--- src/rtl/trfr_pkg.sv ---
// Shared types, widths and constants for the throttle rate fuel ramp block.
package trfr_pkg;

	localparam int TIME_W    = 32;
	localparam int TP_W      = 8;
	localparam int VE_W      = 8;
	localparam int RATE_W    = 16;
	localparam int CFG_W     = 8;
	localparam int CFG_IDX_W = 2;
	localparam int CHG_W     = TP_W + 1;
	localparam int PROD_W    = 2 * CHG_W;
	localparam int BINMS_W   = 17;
	localparam int MS_W      = 10;
	localparam int DUR_W     = 20;
	localparam int QUOT_W    = 8;
	localparam int NUM_W     = TIME_W + QUOT_W;
	localparam int CP_W      = 2 * VE_W;

	// duration bin to milliseconds: bin * 392 / 100
	localparam logic [BINMS_W-1:0] BIN_MS_NUM = 17'd392;
	// floor(y / 100) == (y * 167773) >> 24 for y < 199728
	localparam int                 RECIP_MS_W  = 18;
	localparam logic [RECIP_MS_W-1:0] RECIP_MS = 18'd167773;
	localparam int                 RECIP_MS_SH = 24;
	localparam logic [MS_W-1:0]    US_PER_MS  = 10'd1000;

	// floor(x / 100) == (x * 5243) >> 19 for x < 43690
	localparam int                 RECIP_VE_W  = 13;
	localparam logic [RECIP_VE_W-1:0] RECIP_VE = 13'd5243;
	localparam int                 RECIP_VE_SH = 19;
	localparam logic [CP_W-1:0]    VE_SAT_LIMIT = 16'd25600;
	localparam logic [VE_W-1:0]    VE_MAX      = 8'd255;
	localparam logic [VE_W-1:0]    VE_UNITY    = 8'd100;

	localparam logic [CFG_W-1:0]   RATE_SCALE_RST = 8'd30;

	typedef enum logic [CFG_IDX_W-1:0] {
		CFG_RATE_SCALE     = 2'd0,
		CFG_RATE_THRESHOLD = 2'd1,
		CFG_MIN_CHANGE     = 2'd2
	} cfg_reg_t;

	// controller to datapath
	typedef struct packed {
		logic load_in;
		logic rate;
		logic scale;
		logic dur;
		logic decide;
		logic eval;
		logic clamp;
		logic mul;
		logic div_start;
		logic apply;
		logic comb1;
		logic comb2;
		logic load_out;
	} cmd_t;

	// datapath to controller
	typedef struct packed {
		logic fire_arm;
		logic armed;
		logic ramp_end;
		logic div_done;
	} sts_t;

endpackage

--- src/rtl/trfr_div.sv ---
// Restoring divider, one quotient bit per cycle, for quotients known to fit QUOT_W bits.
module trfr_div (
	input  logic                         clk,
	input  logic                         arst_n,
	input  logic                         start,
	input  logic [trfr_pkg::NUM_W-1:0]   num,
	input  logic [trfr_pkg::TIME_W-1:0]  den,
	output logic                         done,
	output logic [trfr_pkg::QUOT_W-1:0]  quot
);
	import trfr_pkg::*;

	localparam int CNT_W = $clog2(QUOT_W);

	logic               busy_q;
	logic               done_q;
	logic [CNT_W-1:0]   cnt_q;
	logic [TIME_W-1:0]  rem_q;
	logic [TIME_W-1:0]  den_q;
	logic [QUOT_W-1:0]  low_q;
	logic [QUOT_W-1:0]  quot_q;

	logic [TIME_W:0]    trial;
	logic [TIME_W:0]    diff;
	logic               ge;

	assign trial = {rem_q, low_q[QUOT_W-1]};
	assign diff  = trial - {1'b0, den_q};
	assign ge    = (trial >= {1'b0, den_q});

	always_ff @(posedge clk or negedge arst_n) begin
		if (!arst_n) begin
			busy_q <= 1'b0;
			done_q <= 1'b0;
			cnt_q  <= '0;
		end else begin
			done_q <= 1'b0;
			if (start) begin
				busy_q <= 1'b1;
				cnt_q  <= '0;
			end else if (busy_q) begin
				cnt_q <= cnt_q + CNT_W'(1);
				if (cnt_q == CNT_W'(QUOT_W - 1)) begin
					busy_q <= 1'b0;
					done_q <= 1'b1;
				end
			end
		end
	end

	// the upper part of the dividend is below the divisor, so it seeds the remainder
	always_ff @(posedge clk) begin
		if (start) begin
			rem_q  <= num[NUM_W-1:QUOT_W];
			low_q  <= num[QUOT_W-1:0];
			den_q  <= den;
			quot_q <= '0;
		end else if (busy_q) begin
			rem_q  <= ge ? diff[TIME_W-1:0] : trial[TIME_W-1:0];
			low_q  <= {low_q[QUOT_W-2:0], 1'b0};
			quot_q <= {quot_q[QUOT_W-2:0], ge};
		end
	end

	assign done = done_q;
	assign quot = quot_q;

endmodule

--- src/rtl/trfr_dp.sv ---
// Datapath: configuration, ramp state, rate and VE arithmetic, output register.
module trfr_dp (
	input  logic                                 clk,
	input  logic                                 arst_n,
	input  trfr_pkg::cmd_t                       cmd,
	output trfr_pkg::sts_t                       sts,
	input  logic                                 cfg_we,
	input  logic [trfr_pkg::CFG_IDX_W-1:0]       cfg_index,
	input  logic [trfr_pkg::CFG_W-1:0]           cfg_data,
	input  logic [trfr_pkg::TIME_W-1:0]          now_us,
	input  logic [trfr_pkg::TP_W-1:0]            throttle_now,
	input  logic [trfr_pkg::TP_W-1:0]            throttle_prev,
	input  logic [trfr_pkg::VE_W-1:0]            primary_ve,
	input  logic [trfr_pkg::VE_W-1:0]            looked_up_ve,
	input  logic [trfr_pkg::VE_W-1:0]            duration_bin,
	output logic signed [trfr_pkg::RATE_W-1:0]   throttle_rate,
	output logic [trfr_pkg::VE_W-1:0]            secondary_ve,
	output logic [trfr_pkg::VE_W-1:0]            combined_ve,
	output logic                                 ve_written,
	output logic                                 enrich_active
);
	import trfr_pkg::*;

	// configuration
	logic [CFG_W-1:0]         rate_scale_q;
	logic [CFG_W-1:0]         rate_threshold_q;
	logic [CFG_W-1:0]         min_change_q;

	// ramp state
	logic                     armed_q;
	logic signed [RATE_W-1:0] trig_rate_q;
	logic [TIME_W-1:0]        start_q;
	logic [TIME_W-1:0]        end_q;
	logic [VE_W-1:0]          start_ve_q;
	logic [VE_W-1:0]          held_q;

	// captured transaction
	logic [TIME_W-1:0]        now_q;
	logic [TP_W-1:0]          tnow_q;
	logic [TP_W-1:0]          tprev_q;
	logic [VE_W-1:0]          prim_q;
	logic [VE_W-1:0]          look_q;
	logic [VE_W-1:0]          bin_q;

	// working registers
	logic signed [PROD_W-1:0] prod_q;
	logic [BINMS_W-1:0]       binms_q;
	logic signed [RATE_W-1:0] rate_q;
	logic [MS_W-1:0]          ms_q;
	logic [DUR_W-1:0]         dur_q;
	logic [TIME_W-1:0]        total_q;
	logic [TIME_W-1:0]        el_q;
	logic [VE_W-1:0]          mdiff_q;
	logic                     neg_q;
	logic [NUM_W-1:0]         num_q;
	logic [CP_W-1:0]          cp_q;
	logic [VE_W-1:0]          comb_q;
	logic                     written_q;

	// output register
	logic signed [RATE_W-1:0] o_rate_q;
	logic [VE_W-1:0]          o_sec_q;
	logic [VE_W-1:0]          o_comb_q;
	logic                     o_written_q;
	logic                     o_active_q;

	logic signed [CHG_W-1:0]  chg;
	logic signed [CHG_W-1:0]  scale_s;
	logic signed [PROD_W-1:0] prod_w;
	logic signed [PROD_W-1:0] prod_adj;
	logic signed [PROD_W-1:0] rate_full;
	logic [TP_W-1:0]          chg_mag;
	logic [RATE_W-1:0]        rate_mag;
	logic [RATE_W-1:0]        trig_mag;
	logic [BINMS_W+RECIP_MS_W-1:0] ms_prod;
	logic [DUR_W-1:0]         dur_prod;
	logic [TIME_W-1:0]        end_new;
	logic                     fire_arm;
	logic                     restart;
	logic [TIME_W-1:0]        total_w;
	logic [TIME_W-1:0]        el_w;
	logic                     ramp_end;
	logic [NUM_W-1:0]         num_w;
	logic [CP_W+RECIP_VE_W-1:0] ve_prod;
	logic [QUOT_W-1:0]        quot;
	logic                     div_done;

	always_comb begin
		chg       = $signed({1'b0, tnow_q}) - $signed({1'b0, tprev_q});
		scale_s   = $signed({1'b0, rate_scale_q});
		prod_w    = scale_s * chg;
		// truncate toward zero: bias negatives up by one before the shift
		prod_adj  = prod_q + $signed({{(PROD_W-1){1'b0}}, prod_q[PROD_W-1]});
		rate_full = prod_adj >>> 1;
		chg_mag   = chg[CHG_W-1] ? TP_W'(-chg) : chg[TP_W-1:0];
		rate_mag  = rate_q[RATE_W-1] ? RATE_W'(-rate_q) : RATE_W'(rate_q);
		trig_mag  = trig_rate_q[RATE_W-1] ? RATE_W'(-trig_rate_q) : RATE_W'(trig_rate_q);
		ms_prod   = binms_q * RECIP_MS;
		dur_prod  = ms_q * US_PER_MS;
		end_new   = now_q + TIME_W'(dur_q);
		fire_arm  = !armed_q && (rate_mag > RATE_W'(rate_threshold_q)) &&
			(chg_mag >= min_change_q);
		restart   = armed_q && (rate_mag > trig_mag);
		total_w   = (end_q > start_q) ? (end_q - start_q) : TIME_W'(1);
		el_w      = (now_q > start_q) ? (now_q - start_q) : '0;
		ramp_end  = (now_q >= end_q);
		num_w     = mdiff_q * el_q;
		ve_prod   = cp_q * RECIP_VE;
	end

	trfr_div u_div (
		.clk    (clk),
		.arst_n (arst_n),
		.start  (cmd.div_start),
		.num    (num_q),
		.den    (total_q),
		.done   (div_done),
		.quot   (quot)
	);

	assign sts.fire_arm = fire_arm;
	assign sts.armed    = armed_q;
	assign sts.ramp_end = ramp_end;
	assign sts.div_done = div_done;

	// configuration and ramp state
	always_ff @(posedge clk or negedge arst_n) begin
		if (!arst_n) begin
			rate_scale_q     <= RATE_SCALE_RST;
			rate_threshold_q <= '0;
			min_change_q     <= '0;
			armed_q          <= 1'b0;
			trig_rate_q      <= '0;
			start_q          <= '0;
			end_q            <= '0;
			start_ve_q       <= VE_UNITY;
			held_q           <= VE_UNITY;
		end else begin
			if (cfg_we) begin
				case (cfg_index)
					CFG_RATE_SCALE:     rate_scale_q     <= cfg_data;
					CFG_RATE_THRESHOLD: rate_threshold_q <= cfg_data;
					CFG_MIN_CHANGE:     min_change_q     <= cfg_data;
					default: ;
				endcase
			end
			if (cmd.decide) begin
				if (fire_arm) begin
					armed_q <= 1'b1;
				end
				if (fire_arm || restart) begin
					trig_rate_q <= rate_q;
					start_q     <= now_q;
					end_q       <= end_new;
					start_ve_q  <= look_q;
					held_q      <= look_q;
				end
			end
			if (cmd.eval && ramp_end) begin
				armed_q <= 1'b0;
				held_q  <= VE_UNITY;
			end
			if (cmd.apply) begin
				held_q <= neg_q ? (start_ve_q - quot) : (start_ve_q + quot);
			end
		end
	end

	// transaction capture, working registers and output register
	always_ff @(posedge clk) begin
		if (cmd.load_in) begin
			now_q   <= now_us;
			tnow_q  <= throttle_now;
			tprev_q <= throttle_prev;
			prim_q  <= primary_ve;
			look_q  <= looked_up_ve;
			bin_q   <= duration_bin;
		end
		if (cmd.rate) begin
			prod_q  <= prod_w;
			binms_q <= BINMS_W'(bin_q) * BIN_MS_NUM;
		end
		if (cmd.scale) begin
			rate_q <= rate_full[RATE_W-1:0];
			ms_q   <= ms_prod[RECIP_MS_SH +: MS_W];
		end
		if (cmd.dur) begin
			dur_q <= dur_prod;
		end
		if (cmd.decide) begin
			written_q <= fire_arm || armed_q;
			comb_q    <= '0;
		end
		if (cmd.eval) begin
			total_q <= total_w;
			el_q    <= el_w;
			neg_q   <= (start_ve_q > VE_UNITY);
			mdiff_q <= (start_ve_q > VE_UNITY) ? (start_ve_q - VE_UNITY) :
				(VE_UNITY - start_ve_q);
		end
		if (cmd.clamp && (el_q > total_q)) begin
			el_q <= total_q;
		end
		if (cmd.mul) begin
			num_q <= num_w;
		end
		if (cmd.comb1) begin
			cp_q <= held_q * prim_q;
		end
		if (cmd.comb2) begin
			comb_q <= (cp_q >= VE_SAT_LIMIT) ? VE_MAX : ve_prod[RECIP_VE_SH +: VE_W];
		end
		if (cmd.load_out) begin
			o_rate_q    <= rate_q;
			o_sec_q     <= held_q;
			o_comb_q    <= comb_q;
			o_written_q <= written_q;
			o_active_q  <= armed_q;
		end
	end

	assign throttle_rate = o_rate_q;
	assign secondary_ve  = o_sec_q;
	assign combined_ve   = o_comb_q;
	assign ve_written    = o_written_q;
	assign enrich_active = o_active_q;

endmodule

--- src/rtl/trfr_ctrl.sv ---
// Controller: sequences one transaction through the datapath and runs both handshakes.
module trfr_ctrl (
	input  logic           clk,
	input  logic           arst_n,
	input  logic           in_valid,
	output logic           in_stall,
	output logic           out_valid,
	input  logic           out_stall,
	input  trfr_pkg::sts_t sts,
	output trfr_pkg::cmd_t cmd
);
	import trfr_pkg::*;

	typedef enum logic [3:0] {
		S_IDLE,
		S_RATE,
		S_SCALE,
		S_DUR,
		S_DECIDE,
		S_EVAL,
		S_CLAMP,
		S_MUL,
		S_DIVGO,
		S_DIV,
		S_APPLY,
		S_COMB1,
		S_COMB2,
		S_OUT
	} state_t;

	state_t state_q;
	logic   in_stall_q;
	logic   out_valid_q;
	logic   out_free;

	assign out_free = !out_valid_q || !out_stall;

	always_ff @(posedge clk or negedge arst_n) begin
		if (!arst_n) begin
			state_q     <= S_IDLE;
			in_stall_q  <= 1'b0;
			out_valid_q <= 1'b0;
		end else begin
			if (out_valid_q && !out_stall) begin
				out_valid_q <= 1'b0;
			end
			case (state_q)
				S_IDLE: begin
					if (in_valid) begin
						in_stall_q <= 1'b1;
						state_q    <= S_RATE;
					end
				end
				S_RATE:   state_q <= S_SCALE;
				S_SCALE:  state_q <= S_DUR;
				S_DUR:    state_q <= S_DECIDE;
				S_DECIDE: begin
					if (sts.fire_arm) begin
						state_q <= S_COMB1;
					end else if (sts.armed) begin
						state_q <= S_EVAL;
					end else begin
						state_q <= S_OUT;
					end
				end
				S_EVAL:   state_q <= sts.ramp_end ? S_COMB1 : S_CLAMP;
				S_CLAMP:  state_q <= S_MUL;
				S_MUL:    state_q <= S_DIVGO;
				S_DIVGO:  state_q <= S_DIV;
				S_DIV: begin
					if (sts.div_done) begin
						state_q <= S_APPLY;
					end
				end
				S_APPLY:  state_q <= S_COMB1;
				S_COMB1:  state_q <= S_COMB2;
				S_COMB2:  state_q <= S_OUT;
				S_OUT: begin
					if (out_free) begin
						out_valid_q <= 1'b1;
						in_stall_q  <= 1'b0;
						state_q     <= S_IDLE;
					end
				end
				default:  state_q <= S_IDLE;
			endcase
		end
	end

	always_comb begin
		cmd = '0;
		case (state_q)
			S_IDLE:   cmd.load_in   = in_valid;
			S_RATE:   cmd.rate      = 1'b1;
			S_SCALE:  cmd.scale     = 1'b1;
			S_DUR:    cmd.dur       = 1'b1;
			S_DECIDE: cmd.decide    = 1'b1;
			S_EVAL:   cmd.eval      = 1'b1;
			S_CLAMP:  cmd.clamp     = 1'b1;
			S_MUL:    cmd.mul       = 1'b1;
			S_DIVGO:  cmd.div_start = 1'b1;
			S_APPLY:  cmd.apply     = 1'b1;
			S_COMB1:  cmd.comb1     = 1'b1;
			S_COMB2:  cmd.comb2     = 1'b1;
			S_OUT:    cmd.load_out  = out_free;
			default:  cmd = '0;
		endcase
	end

	assign in_stall  = in_stall_q;
	assign out_valid = out_valid_q;

endmodule

--- src/rtl/throttle_rate_fuel_ramp_top.sv ---
// Top level of the throttle rate fuel ramp: controller, datapath and port assertions.
//
//  channel | handshake             | payload
//  --------+-----------------------+-----------------------------------------------------
//  in      | in_valid / in_stall   | now_us, throttle_now, throttle_prev, primary_ve,
//          |                       | looked_up_ve, duration_bin
//  out     | out_valid / out_stall | throttle_rate, secondary_ve, combined_ve,
//          |                       | ve_written, enrich_active
//  cfg     | cfg_we                | cfg_index, cfg_data
//
// One transaction is worked at a time. The result reaches the output register soonest when
// nothing arms, then on a fresh arm, then when a ramp ends, and last while a ramp is running;
// the 8-step ramp divider sets the longest path. The block takes the next transaction in the
// cycle after the result is loaded, even if that result still waits.
// Reset (arst_n low) idles the block with enrichment disarmed, the held secondary VE at 100
// and rate_scale at 30. A stalled earlier result holds the block in its last step until taken.
module throttle_rate_fuel_ramp_top (
	input  logic                                 clk,
	input  logic                                 arst_n,
	input  logic                                 cfg_we,
	input  logic [trfr_pkg::CFG_IDX_W-1:0]       cfg_index,
	input  logic [trfr_pkg::CFG_W-1:0]           cfg_data,
	input  logic                                 in_valid,
	output logic                                 in_stall,
	input  logic [trfr_pkg::TIME_W-1:0]          now_us,
	input  logic [trfr_pkg::TP_W-1:0]            throttle_now,
	input  logic [trfr_pkg::TP_W-1:0]            throttle_prev,
	input  logic [trfr_pkg::VE_W-1:0]            primary_ve,
	input  logic [trfr_pkg::VE_W-1:0]            looked_up_ve,
	input  logic [trfr_pkg::VE_W-1:0]            duration_bin,
	output logic                                 out_valid,
	input  logic                                 out_stall,
	output logic signed [trfr_pkg::RATE_W-1:0]   throttle_rate,
	output logic [trfr_pkg::VE_W-1:0]            secondary_ve,
	output logic [trfr_pkg::VE_W-1:0]            combined_ve,
	output logic                                 ve_written,
	output logic                                 enrich_active
);
	import trfr_pkg::*;

	cmd_t cmd;
	sts_t sts;

	// sequence the transaction
	trfr_ctrl u_ctrl (
		.clk       (clk),
		.arst_n    (arst_n),
		.in_valid  (in_valid),
		.in_stall  (in_stall),
		.out_valid (out_valid),
		.out_stall (out_stall),
		.sts       (sts),
		.cmd       (cmd)
	);

	// hold configuration, ramp state and the arithmetic
	trfr_dp u_dp (
		.clk           (clk),
		.arst_n        (arst_n),
		.cmd           (cmd),
		.sts           (sts),
		.cfg_we        (cfg_we),
		.cfg_index     (cfg_index),
		.cfg_data      (cfg_data),
		.now_us        (now_us),
		.throttle_now  (throttle_now),
		.throttle_prev (throttle_prev),
		.primary_ve    (primary_ve),
		.looked_up_ve  (looked_up_ve),
		.duration_bin  (duration_bin),
		.throttle_rate (throttle_rate),
		.secondary_ve  (secondary_ve),
		.combined_ve   (combined_ve),
		.ve_written    (ve_written),
		.enrich_active (enrich_active)
	);

	// one transaction in flight: an accepted item closes the input
	a_one_in_flight: assert property (@(posedge clk) disable iff (!arst_n)
		(in_valid && !in_stall) |=> in_stall)
		else $error("input accepted while a transaction is still in work");

	// a new result appears only at the end of a transaction in work
	a_result_from_item: assert property (@(posedge clk) disable iff (!arst_n)
		$rose(out_valid) |-> $past(in_stall))
		else $error("result raised with no transaction in work");

	// an idle step writes nothing and leaves enrichment off
	a_idle_result: assert property (@(posedge clk) disable iff (!arst_n)
		(out_valid && !ve_written) |-> (combined_ve == '0 && !enrich_active))
		else $error("idle step reported a VE write or active enrichment");

	// when a written step leaves enrichment off, the ramp has returned to unity
	a_ramp_end_unity: assert property (@(posedge clk) disable iff (!arst_n)
		(out_valid && ve_written && !enrich_active) |-> (secondary_ve == VE_UNITY))
		else $error("ramp ended without returning secondary VE to unity");

endmodule

--- config.mk ---
export PLATFORM = sky130hd
export DESIGN_NAME = throttle_rate_fuel_ramp_top
export DESIGN_NICKNAME = d
export VERILOG_FILES = /design/src/rtl/trfr_pkg.sv /design/src/rtl/trfr_div.sv /design/src/rtl/trfr_dp.sv /design/src/rtl/trfr_ctrl.sv /design/src/rtl/throttle_rate_fuel_ramp_top.sv
export SDC_FILE = /design/constraint.sdc
export NUM_CORES = 2
export LEC_CHECK = 0
export BUFFER_PORTS_ARGS = -buffer_cell sky130_fd_sc_hd__buf_2
export CAP_MARGIN = 20
export CORE_ASPECT_RATIO = 0.8
export CORE_MARGIN = 4
export CORE_UTILIZATION = 40
export DETAILED_ROUTE_END_ITERATION = 10
export PLACE_DENSITY_LB_ADDON = 0.12
export SLEW_MARGIN = 10
export SYNTH_ARGS = -nofsm -noshare
export SYNTH_HDL_FRONTEND = slang
export SYNTH_HIERARCHICAL = 1
export SYNTH_SLANG_ARGS = --single-unit
--- constraint.sdc ---
create_clock -name clk -period 7 [get_ports clk]
set_clock_uncertainty 0.1 [all_clocks]
set_input_delay 1.4 -clock clk [delete_from_list [all_inputs] [get_ports clk]]
set_output_delay 1.4 -clock clk [all_outputs]
set_load 0.005 [all_outputs]
# Yosys cells after proc, flatten, opt, wreduce, memory -nomap -nowiden
# Index checks and enable logic that the tools add are counted.
[totals] register_bits=531 latchBits=0 ramBits=0 mem_bits_ro=0 inputBits=87 output_inout_bits=36 wordCells=180 mem_count=0
[op_classes] addsub=14 mul=7 div_mod_pow=0 order_cmp=10 eq_ne=19 n_shift=0 n_mux=57 bitwise_logic=0 n_reduce_logical=30
[ops] op="32-bit 2-to-1 mux" n=6
[ops] op="32-bit > comparator" n=3
[ops] op="8-bit 2-to-1 mux" n=12
[ops] op="32-bit subtractor" n=3
[ops] op="4-bit case mux with 14 select lines" n=1
[ops] op="8-bit by 32-bit multiplier with 40-bit output" n=1
[ops] op="33-bit by 32-bit greater-or-equal comparator with 1-bit output" n=1
[ops] op="32-bit by 20-bit adder with 32-bit output" n=1
[ops] op="32-bit greater-or-equal comparator" n=1
[ops] op="16-bit 2-to-1 mux" n=2
[ops] op="16-bit negator" n=2
[ops] op="14-bit by 18-bit multiplier with 31-bit output (second input constant)" n=1
[ops] op="16-bit by 13-bit multiplier with 27-bit output (second input constant)" n=1
[ops] op="1-bit 2-to-1 mux" n=27
[ops] op="4-bit == test (second input constant)" n=6
[ops] op="4-bit 2-to-1 mux" n=6
[ops] op="9-bit by 9-bit multiplier with 18-bit output" n=1
[ops] op="17-bit by 2-bit adder with 17-bit output" n=1
[ops] op="10-bit by 7-bit multiplier with 17-bit output (second input constant)" n=1
[ops] op="4-bit by 3-bit == test with 1-bit output (second input constant)" n=4
[ops] op="16-bit by 15-bit greater-or-equal comparator with 1-bit output (second input constant)" n=1
[ops] op="16-bit > comparator" n=1
[ops] op="16-bit by 8-bit > comparator with 1-bit output" n=1
[ops] op="8-bit by 8-bit multiplier with 16-bit output" n=1
[ops] op="other kinds (28)" n=52

# Longest topological paths before layout
[depth] depth_word=10 ltp_mapped=31 mapped_depth_nobuf=31

# Hierarchy
# Netlist, hierarchy kept.
[modules_own_cells] module="trfr_dp" n_inst=1 cells_each=4271 area_per_inst_um2=44530.2 seq_area_each_um2=12484.5
[modules_own_cells] module="trfr_div" n_inst=1 cells_each=528 area_per_inst_um2=5456.5 seq_area_each_um2=2447.3
[modules_own_cells] module="trfr_ctrl" n_inst=1 cells_each=61 area_per_inst_um2=476.7 seq_area_each_um2=150.1

# Worst setup path before layout
# OpenSTA, ideal clock, no wires.
[synth_path] path_kind="flip-flop to flip-flop" from="reg u_dp.tnow_q[0]" to="reg u_dp.prod_q[16], data pin" setup_time_ns=0.257 arrival_ns=6.615 t_required_ns=6.643 slack_ns=0.028 stages_incl_launch_ff=31 n_path_buf=1 period_less_slack_ns=6.972 path_cell_list="edfxtp_1 > inv_1 > ha_1 > inv_1 > fa_1 > a21o_1 > a21oi_1 > o21bai_1 > a21oi_1 > o21bai_1 > a21o_1 > buf_1 > or2_2 > fa_1 > fa_1 > inv_1 > fa_1 > fa_1 > inv_1 > fa_1 > inv_1 > ha_1 > inv_1 > o21ai_0 > a21oi_1 > nor2b_1 > o21a_1 > nor3_1 > nor2_1 > o41a_1 > xor2_1"
[synth_between] elab_chain_cells=2
[synth_lines] element="start: declaration" line="trfr_dp.sv:39" rtl="logic [TP_W-1:0] tnow_q;"
[synth_lines] element="start signal: assignment" line="trfr_dp.sv:173" rtl="tnow_q <= throttle_now;"
[synth_lines] element="8-bit by 8-bit subtractor with 9-bit output" line="trfr_dp.sv:89" rtl="chg = $signed({1'b0, tnow_q}) - $signed({1'b0, tprev_q});"
[synth_lines] element="9-bit by 9-bit multiplier with 18-bit output" line="trfr_dp.sv:91" rtl="prod_w = scale_s * chg;"
[synth_lines] element="named net u_dp.prod_w[16]" line="trfr_dp.sv:69" rtl="logic signed [PROD_W-1:0] prod_w;"
[synth_lines] element="end signal: assignment" line="trfr_dp.sv:180" rtl="prod_q <= prod_w;"
[synth_lines] element="end: declaration" line="trfr_dp.sv:46" rtl="logic signed [PROD_W-1:0] prod_q;"
# The timed path passes the listed nets, and every way through them passes these cells.
# A chain may end at the register's enable or synchronous reset.

# Worst setup path in the final report
[layout_path] from="reg u_dp.binms_q[15]" to="reg u_dp.ms_q[9], data pin"
[layout_between] elab_chain_cells=1
[layout_lines] element="start: declaration" line="trfr_dp.sv:47" rtl="logic [BINMS_W-1:0] binms_q;"
[layout_lines] element="start signal: assignment" line="trfr_dp.sv:181" rtl="binms_q <= BINMS_W'(bin_q) * BIN_MS_NUM;"
[layout_lines] element="14-bit by 18-bit multiplier with 31-bit output" line="trfr_dp.sv:98" rtl="ms_prod = binms_q * RECIP_MS;"
[layout_lines] element="named net u_dp.ms_prod[33]" line="trfr_dp.sv:75" rtl="logic [BINMS_W+RECIP_MS_W-1:0] ms_prod;"
[layout_lines] element="end signal: assignment" line="trfr_dp.sv:185" rtl="ms_q <= ms_prod[RECIP_MS_SH +: MS_W];"
[layout_lines] element="end: declaration" line="trfr_dp.sv:49" rtl="logic [MS_W-1:0] ms_q;"
# The timed path passes the listed nets, and every way through them passes these cells.

==> results.toml <==
[global_route]
antenna_found_initial = 6
grt.total_usage = 0.195
grt_pass1_vias = 34700
overflow = 0
grt_pass1_wl_mm = 202
grt_max_degree = 138

[worst_setup_path]
cp_common_cell = "fa_1"
critPathCaptureType = "flop"
cp.arrival_ns = 6.91
crit_type = "flop to flop"
r2r_setup_slack_ns = 0.39
max_stage_delay_ns = 0.55
cpLargestDelayFamily = "adder cells"
worstPathRequired_ns = 7.30
reg2regPathDepth = 23
critPathBufInv = 6
critPathLaunchType = "flop"
crit_fanout = 7
cp.depth = 23
cp_cell_sequence = "fa_2 > fa_1 > inv_1 > fa_1 > fa_1 > inv_1 > fa_1 > inv_1 > fa_1 > inv_1 > ha_1 > a21oi_1 > o21ai_1 > o211a_1 > a2111oi_4 > buf_4 > o21ai_1 > o41ai_2 > buf_4 > o21bai_1 > a221oi_2 > o21bai_1 > xnor2_1"
cp_slowest_cell = "fa_2"

[final_layout]
final_nets = 6226
post-route-util = 0.445
fin_cells = 6719
final_common_cell = "inv_1"
drive_gt1_frac = 0.0900
num_antenna_cells = 0
multi_input_comb_area_sq_mm = 0.0320
fillers = 12100
ff_latch_area_sq_mm = 0.0151
final_cell_mix = "788 x inv_1, 668 x ha_1, 454 x fa_1"
area_delta_synth_final_pct = 10.3

[clocking]
clk_latency_ns = 0.67
cts_tree = "done"
path_clk_slew_ns = 0.06
cts_buffers = 66
clockRootBuffer = "clkbuf_16"
clk_path_buf_depth = 3
clock_sinks = 526
cts_max_level = 3
postCtsHoldBufs = 0

[timing]
setup_viol = 0
timing.slew.headroom = 0.281
setup_tns_ns = 0
report.final.slew_viol_count = 0
fmax_ghz = 0.151
hold_viol = 0
min_period_ns = 6.61
period_share = 0.945
worst_pin_slew_ns = 1.08

[worst_hold_path]
hold_depth = 0
hold_class = "flop to flop"

[placement]
gp_congestion = 0.887
dp_cells = 6592
place_hpwl_mm = 101
numPortBuffers = 122

[synth]
synth_ff_type = "edfxtp_1"
yosysSeqAreaShare = 0.299
synth_area_sq_mm = 0.0505
async_reset_ff_frac = 0.245
ys_ff_latch = 526
synth_edf_count = 389
ys_warn_count = 6
postSynthAreaPerCell_sq_um = 10.4
syn_inst = 4860
synth.distinct_cells = 97

[detailed_routing]
firstDrtPassIters = 7
vias = 34500
drc = 0
detail_route.iter0.violations = 2153
wl_mm = 127
wire_per_inst_microns = 18.9
ant_nets = 0
viasPerCell = 5.14

[floorplan]
fp.dieW_microns = 405
dieArea_sq_mm = 0.132
placementRows = 116
ios = 123
die_h_microns = 326
start_util = 0.403
coreArea_sq_mm = 0.125

[run_status]
status = "finished, final reports clean"

[run]
maxCapViolations = 0
==> through the flow <==
step	cell area, sq um	hold slack (ns)	setup WS (ns)
after floorplan	50500	0.300	0.0277
after global placement	53200	0.303	-0.0761
after detailed placement	53200	0.305	-0.0459
after CTS	55600	0.317	0.0278
after global routing	55700	0.332	-0.00190
final	55700	0.319	0.387
==> area by class of cell <==
cell class	instances	area share
Multi-Input combinational cell	3435	0.575
Sequential cell	526	0.271
Inverter	790	0.0533
Tap cell	1652	0.0371
Clock buffer	89	0.0346
Timing Repair Buffer	195	0.0214
Clock inverter	32	0.00746
==> synthesized netlist by cell type, drive strengths merged (69+ instances only) <==
library cell  instances  area [sq um]
inv                 789          2960
ha                  669          8370
fa                  456          9130
edfxtp              389         11700
nand2               386          1450
and2                207          1300
a21oi               205          1030
nor2                202           768
o21ai               198          1010
xnor2               178          1560
dfrtp               119          2980
a21o                115           863
xor2                 97           850
mux2                 84           946
clkbuf               69           259
==> flip-flops by register name, summed over array words and instances (netlist names), 10 cells and up <==
signal	cells
u_dp/binms_q	14
u_dp/cp_q	16
u_dp/dur_q	17
u_dp/el_q	32
u_dp/end_q	29
u_dp/ms_q	10
u_dp/now_q	32
u_dp/num_q	40
u_dp/prod_q	18
u_dp/rate_q	16
u_dp/start_q	32
u_dp/throttle_rate	16
u_dp/total_q	30
u_dp/trig_rate_q	16
u_dp/u_div/den_q	32
u_dp/u_div/rem_q	32
==> cells by family (layout without fill, tap and decap cells) <==
group	Yosys count	count (layout)	share of synthesized area
adders and majority gates	1125	1125	0.347
muxes	111	111	0.0241
AOI/OAI and AO/OA	803	803	0.104
xor gates and xnor gates	275	275	0.0477
and+or+nand+nor	1119	1119	0.109
buffers and inverters	900	1106	0.0691
DFF	526	526	0.299
other	1	2	0.0000743
==> layer usage <==
| metal | wire, microns | global-route usage | vias to the layer above |
|---|---|---|---|
| met1 | 63900 | 0.296 | 17000 |
| met3 | 6370 | 0.0373 | 124 |
| li1 | - | - | 16700 |
| met2 | 54300 | 0.292 | 656 |
| met4 | 2110 | 0.0354 | 4 |
| met5 | 25 | 0 | - |
==> timing repair <==
action                                  CTS  global route
resized for setup                         1            18
pin swaps                                 0             9
buffers inserted                          0             6
endpoints found under the setup margin    1            10
==> worst paths after layout <==
check,from,end
max,u_dp/binms_q[15],u_dp/ms_q[9]
min,u_dp/comb_q[7],u_dp/combined_ve[7]
max reg2reg,u_dp/binms_q[15],u_dp/ms_q[9]
min reg2reg,u_dp/comb_q[7],u_dp/combined_ve[7]
max in group asynchronous,arst_n,u_dp/rate_scale_q[4]
min in group asynchronous,arst_n,u_dp/u_div/cnt_q[1]
==> worst reg2reg max path, cell delays in order, from the launching register on <==
cell and delay, ns:
edfxtp_1 0.53, fa_2 0.55, fa_1 0.51, inv_1 0.05, fa_1 0.50, fa_1 0.54, inv_1 0.05, fa_1 0.53
inv_1 0.05, fa_1 0.49, inv_1 0.04, ha_1 0.30, a21oi_1 0.13, o21ai_1 0.07, o211a_1 0.16, a2111oi_4 0.33
buf_4 0.17, o21ai_1 0.11, o41ai_2 0.32, buf_4 0.17, o21bai_1 0.10, a221oi_2 0.30, o21bai_1 0.12, xnor2_1 0.13
Power is left out: the tool's default activity adds up to more than one toggle a clock period on the data nets, which glitch-free logic cannot reach.
